===== config.mk =====
export PLATFORM = sky130hd
export DESIGN_NAME = nwrw_dist
export DESIGN_NICKNAME = d
export VERILOG_FILES = /design/src/hdl/nwrw_pkg.sv /design/src/hdl/nwrw_dist.sv
export SDC_FILE = /design/constraint.sdc
export NUM_CORES = 2
export LEC_CHECK = 0
export BUFFER_PORTS_ARGS = -buffer_cell sky130_fd_sc_hd__buf_2
export CORE_ASPECT_RATIO = 1.2
export CORE_MARGIN = 10
export CORE_UTILIZATION = 55
export CTS_CLUSTER_DIAMETER = 30
export DETAILED_ROUTE_END_ITERATION = 8
export GPL_ROUTABILITY_DRIVEN = 0
export GPL_TIMING_DRIVEN = 0
export MAX_ROUTING_LAYER = met4
export PLACE_DENSITY = 0.71
export SLEW_MARGIN = 10
export SYNTH_ARGS = -nofsm -noshare
export SYNTH_HDL_FRONTEND = slang
export SYNTH_SLANG_ARGS = --single-unit

===== constraint.sdc =====
create_clock -name clk -period 10.7 [get_ports clk]
set_input_delay 2.14 -clock clk [delete_from_list [all_inputs] [get_ports clk]]
set_output_delay 2.14 -clock clk [all_outputs]
set_load 0.005 [all_outputs]

===== src/hdl/nwrw_pkg.sv =====
// ----------------------------------------------------------------------------
// nwrw_pkg: shared types for the nearest waypoint reference window
// Item codes, the stored waypoint record and the scan pipeline control tag.
// ----------------------------------------------------------------------------
package nwrw_pkg;

  // Item codes carried on the kind port
  typedef enum logic [1:0] {
    KIND_CLEAR  = 2'd0,
    KIND_APPEND = 2'd1,
    KIND_QUERY  = 2'd2
  } kind_t;

  // Largest number of reference points emitted per query
  localparam int unsigned HORIZON_CAP = 64;
  localparam int unsigned HORIZON_W   = 7;

  // One stored waypoint
  typedef struct packed {
    logic signed [31:0] x;
    logic signed [31:0] y;
    logic signed [15:0] h;
  } point_t;

  // Tag that travels with a point through the distance pipeline
  typedef struct packed {
    logic valid;
    logic first;
  } scan_ctl_t;

endpackage


===== src/hdl/nwrw_dist.sv =====
// ----------------------------------------------------------------------------
// nwrw_dist: squared distance and running minimum
// Pipelined unit that takes one stored point a cycle, forms the exact squared
// planar distance to the robot and keeps the index of the least one.
// ----------------------------------------------------------------------------
module nwrw_dist import nwrw_pkg::*; #(
  parameter int unsigned IDX_W = 8
) (
  input  logic               clk,
  input  logic               rst,
  input  scan_ctl_t          in_ctl,
  input  logic [IDX_W-1:0]   in_idx,
  input  point_t             pt,
  input  logic signed [31:0] robot_x,
  input  logic signed [31:0] robot_y,
  output logic               pipe_busy,
  output logic [IDX_W-1:0]   best_idx
);

  scan_ctl_t        a_ctl;
  logic [IDX_W-1:0] a_idx;
  logic [31:0]      ax;
  logic [31:0]      ay;

  scan_ctl_t        b_ctl;
  logic [IDX_W-1:0] b_idx;
  logic [63:0]      sx;
  logic [63:0]      sy;

  logic [64:0]      best_sum;

  logic [32:0] dx_p, dx_n, dy_p, dy_n;
  logic [64:0] sum;

  // Both differences at 33 bits; the magnitude always fits in 32
  assign dx_p = {pt.x[31], pt.x} - {robot_x[31], robot_x};
  assign dx_n = {robot_x[31], robot_x} - {pt.x[31], pt.x};
  assign dy_p = {pt.y[31], pt.y} - {robot_y[31], robot_y};
  assign dy_n = {robot_y[31], robot_y} - {pt.y[31], pt.y};

  assign sum = {1'b0, sx} + {1'b0, sy};

  assign pipe_busy = a_ctl.valid | b_ctl.valid;

  // Advance the control tags
  always_ff @(posedge clk) begin
    if (rst) begin
      a_ctl <= '0;
      b_ctl <= '0;
    end else begin
      a_ctl <= in_ctl;
      b_ctl <= a_ctl;
    end
  end

  // Magnitudes, then squares, each stage registered
  always_ff @(posedge clk) begin
    a_idx <= in_idx;
    ax    <= dx_p[32] ? dx_n[31:0] : dx_p[31:0];
    ay    <= dy_p[32] ? dy_n[31:0] : dy_p[31:0];
    b_idx <= a_idx;
    sx    <= ax * ax;
    sy    <= ay * ay;
  end

  // Keep the least distance; a tie keeps the earlier index
  always_ff @(posedge clk) begin
    if (b_ctl.valid && (b_ctl.first || sum < best_sum)) begin
      best_sum <= sum;
      best_idx <= b_idx;
    end
  end

endmodule


---- After elaboration in Yosys (flattened, before gate mapping) ----
Index checks and enable logic that the tools add are counted.
word-level totals
  word-level logic and storage cells ...... 25
  bits of input ports ..................... 156
  register bits ........................... 285
  output and inout bits ................... 9
operators by class
  bitwise gates (word level) .............. 1
  reductions and logical operators ........ 2
  $add $sub $neg .......................... 5
  $mul .................................... 2
  muxes and demuxes ....................... 2
  $lt $le $gt $ge ......................... 1
operators by type and width
  kind                                            number
  32-bit by 32-bit multiplier with 64-bit output  2
  32-bit by 32-bit subtractor with 33-bit output  2
  64-bit by 64-bit adder with 65-bit output       1
  65-bit less-than comparator                     1
  32-bit two-way mux                              2
  32-bit subtractor                               2
  1-bit logical AND                               1
  1-bit logical OR                                1
  1-bit OR                                        1

---- Depth between registers and ports, before layout ----
  depth after elaboration ................. 4
  depth in mapped cells ................... 31
  mapped depth without buffers ............ 29

---- Least setup slack after synthesis ----
OpenSTA, ideal clock, no wires.
  path type ............................... reg-to-reg
  start point ............................. reg sx[3]
  end point ............................... reg best_idx[0], enable pin
  period minus slack after synthesis ...... 7.776 ns
  required time ........................... 10.171 ns
  slack ................................... 2.924 ns
  setup time .............................. 0.529 ns
  stages on the path, launching flop included .. 21
  arrival ................................. 7.247 ns
  buffers on the path ..................... 0
  path through ............................ dfxtp_1 > ha_1 > a211o_1 > o2111ai_1 > a31oi_1 > o31ai_4 > o21ai_1 > a31oi_2 > o21ai_1 > a21oi_1 > nor3_1 > o31a_1 > ha_1 > a21o_1 > a21o_1 > a21oi_1 > o21ai_0 > a211o_1 > o21ai_0 > a21oi_1 > a21oi_1
on the way
  word-level cells in the longest chain between the ends .. 4
ends and longest elaborated chain
  element                                    RTL line         RTL
  from (decl)                                nwrw_dist.sv:27  logic [63:0] sx;
  from (signal assigned)                     nwrw_dist.sv:62  sx <= ax * ax;
  64-bit by 64-bit adder with 65-bit output  nwrw_dist.sv:41  assign sum = {1'b0, sx} + {1'b0, sy};
  net sum[50]                                nwrw_dist.sv:33  logic [64:0] sum;
  65-bit less-than comparator                nwrw_dist.sv:68  if (b_ctl.valid && (b_ctl.first || sum < best_sum)) begin
  1-bit logical OR                           nwrw_dist.sv:68
  1-bit logical AND                          nwrw_dist.sv:68
  to (signal assigned)                       nwrw_dist.sv:70  best_idx <= b_idx;
  to (decl)                                  nwrw_dist.sv:17  output logic [IDX_W-1:0] best_idx
The timed path passes the listed nets, and every way through them passes these cells.
A chain may end at the register's enable or synchronous reset.

---- Worst setup path in the final report ----
  start point ............................. reg ax[15]
  end point ............................... reg sx[61]
on the way
  word-level cells in the longest chain between the ends .. 1
ends and longest elaborated chain
  element                                         RTL line         RTL
  from (decl)                                     nwrw_dist.sv:22  logic [31:0] ax;
  from (signal assigned)                          nwrw_dist.sv:59  ax <= dx_p[32] ? dx_n[31:0] : dx_p[31:0];
  32-bit by 32-bit multiplier with 64-bit output  nwrw_dist.sv:62
Every way passes these cells.

==> reports/results.txt <==
Iteration-0 DRC Markers - 4625
Share of synthesized registers carrying an async set or reset - 0
Normalized max-slew margin - 0.125
Critical path start-end classification - reg -> reg
Share of synthesized area occupied by flip-flops and latches - 0.0830
CTS H-tree lvls - 2
RSZ-0062 raised after global routing - no
TritonCTS clock tree - built
Slew of the pin with the lowest slew margin - 1.31 ns
Total CTS buffers - 59
Maximum clock frequency - 96.9 MHz
Setup repair bufs after CTS - 0
Number of flops mapped to enable cells by yosys - 73
Final antenna-violating net count - 0
CTS resizes - 0
Clock insertion delay at the later pin of the skew report - 0.68 ns
Critical Path Start Type - register
Via count of the first global-routing pass - 64152
I/O pin count - 165
Leading cell types in the layout, fill and taps excluded - inv_1, fa_1, ha_1
DIE HEIGHT - 430 um
Antenna violations before repair - 25
Clock transition time at the flip-flop clock pins of the worst setup and hold paths - 0.06 ns
Die Outline Area - 156000 um2
Initial core utilization - 0.553
Post-Synthesis Net Count - 10998
HP Class - reg -> reg
Final worst-path cycle share - 0.964
Core area - 139000 um2
Flop and latch count out of synthesis - 283
Largest fanout on the critical path - 10
Number of library cell types mapped by synthesis - 87
Final setup viols - 0
Average footprint of a synthesized cell - 9.17 um2
Number of placed instances, taps included - 10377
Leftover overflow at the end of global routing - 0
Max-cap violation count - 0
Hold bufs inserted after CTS - 0
Maximum number of pins on one net before global-route repair - 26
Critical Path RT - 11.25 ns
CP startpoint - ax[15]
Share of cells above drive strength 1 - 0.0412
Fin Clk Skew - 0.0667 ns
Number of placement rows - 150
Detailed-route wire length - 223000 um
Most frequent standard cell in the layout excluding fill and tap cells - inv_1
Reg-to-reg startpoint - ax[15]
Via count of the routed design - 59768
Max-slew violation count - 0
Iteration count of the initial detailed-routing pass - 8
Most used flip-flop cell after synthesis - dfxtp_1
Buffers added on ports - 148
Maximum count of clock buffers along a single path - 3
First-pass GRT wire length - 349000 um
Post-detail-place hpwl - 187000 um
Number of warnings reported in the yosys synthesis log - 0
Horiz. Die Dim - 362 um
Count of final hold-check violations - 0
Final cell count without fillers - 10520
Instance count of the mapped netlist - 8402
Root Buffer - clkbuf_16
Post-layout minimum cycle time - 10.32 ns
Post-detailed-route DRC marker count - 0
CP Capture Type - register
P&R area growth vs syn - 6.81%
Cell Area, Synth - 77100 um2
CP Data Arrival Time - 10.86 ns
Detailed-route wire length per cell - 21.2 um
NumNets Final - 11210
Ratio of routed vias to standard cells - 5.68
Startpoint of the worst hold path - a_idx[3]
All-layer global routing usage - 0.298
Sinks on the clock net - 283
Status - finished clean
logic make-up (layout without fill, tap and decap cells):
kind of cell               Yosys count  after routing  synth area share
muxes                               39             39           0.00520
adders and majority gates         2440           2440             0.551
DFF                                283            283            0.0830
buffers and inverters             2519           2782             0.123
AOI/OAI and AO/OA                 1105           1105            0.0933
and+or+nand+nor                   1701           1701             0.108
other                                0             31                 0
xor gates and xnor gates           315            315            0.0358
registers in the layout (all words and copies together) (netlist names):
| signal | count |
|---|---|
| b_ctl | 2 |
| b_idx | 8 |
| sy | 63 |
| a_idx | 8 |
| ax | 32 |
| sx | 63 |
| ay | 32 |
| best_sum | 65 |
| a_ctl | 2 |
| best_idx | 8 |
synth_stat cells (12+ instances only):
cell type / instances / area share
a21oi_1: 360 / 0.023
nand2b_1: 28 / 0.0023
nor2b_1: 55 / 0.0045
inv_1: 2192 / 0.11
and3_1: 27 / 0.0022
a31oi_1: 46 / 0.0037
nor3_1: 40 / 0.0026
and4_1: 14 / 0.0016
nor2_1: 227 / 0.011
fa_1: 1588 / 0.41
buf_2: 15 / 0.00097
o21ai_1: 15 / 0.00097
a211oi_1: 35 / 0.0034
xnor2_1: 174 / 0.020
o211ai_1: 21 / 0.0020
nand3_1: 53 / 0.0034
edfxtp_1: 73 / 0.028
o21bai_1: 57 / 0.0056
o31ai_1: 12 / 0.0012
and2_1: 462 / 0.038
nand4_1: 71 / 0.0058
xor2_1: 141 / 0.016
nand2_1: 668 / 0.033
dfxtp_1: 210 / 0.055
o21a_1: 33 / 0.0032
o21ai_0: 167 / 0.011
mux2i_1: 31 / 0.0040
or2_2: 17 / 0.0014
a31o_2: 27 / 0.0031
a21o_1: 193 / 0.019
ha_1: 852 / 0.14
clkbuf_1: 301 / 0.015
a211o_1: 18 / 0.0020
per-layer routing:
metal  vias up  global-route usage  wire, um
li1      26083                   -         -
met1     29563               0.344     79600
met2      3129               0.458    101000
met3       993              0.0876     25200
met4         0               0.179     17000
met5         -                   -         0
stage by stage:
| step | util | hold slack, ns | setup WS, ns | cell area (um2) | TNS [ns] |
|---|---|---|---|---|---|
| 5_1_grt | 0.591 | 0.331 | 0.0366 | 82300 | 0 |
| 4_1_cts | 0.590 | 0.324 | 0.593 | 82200 | 0 |
| 2_1_floorplan | - | 0.310 | 2.92 | 77100 | 0 |
| 3_3_place_gp | 0.575 | 0.311 | -0.114 | 80100 | -6.45 |
| 6_report | 0.591 | 0.320 | 0.382 | 82300 | 0 |
| 3_5_place_dp | 0.576 | 0.313 | 0.637 | 80200 | 0 |
area by class of cell:
type                       instances  area, um2
sequential                       283       6400
fill                           12190      57000
timing repair buffer             151        808
inverter                        2195       8240
clock inverter                    45        497
tap                             1824       2280
clock buffer                      67       1570
multi-input combinational       5600      61200
antenna                           31       77.6
buffer                           324       1260
path summary, 6_finish.rpt:
path,to,slack (ns),cells after the start
setup / recovery,sx[61],0.38,24
setup reg to reg,sx[61],0.38,24
hold / removal,b_idx[3],0.32,0
hold reg to reg,b_idx[3],0.32,0
critical path: stages, from the launching register on:
cell	delay, ns
dfxtp_1	0.46
clkbuf_1	0.73
clkbuf_1	0.79
and2_1	0.31
fa_1	0.44
fa_1	0.55
inv_1	0.06
fa_1	0.51
fa_1	0.56
inv_1	0.05
fa_1	0.60
fa_1	0.46
fa_1	0.54
fa_1	0.53
ha_1	0.33
clkbuf_1	0.34
nand4_1	0.22
nor3_1	0.25
nand2_1	0.13
a311oi_1	0.75
o21ai_1	0.27
a211oi_1	0.51
o21ai_1	0.23
mux2i_1	0.16
a2111oi_0	0.38
Power is not shown: default switching activity piles up to over one toggle a cycle in this logic, so the estimate is an artifact.
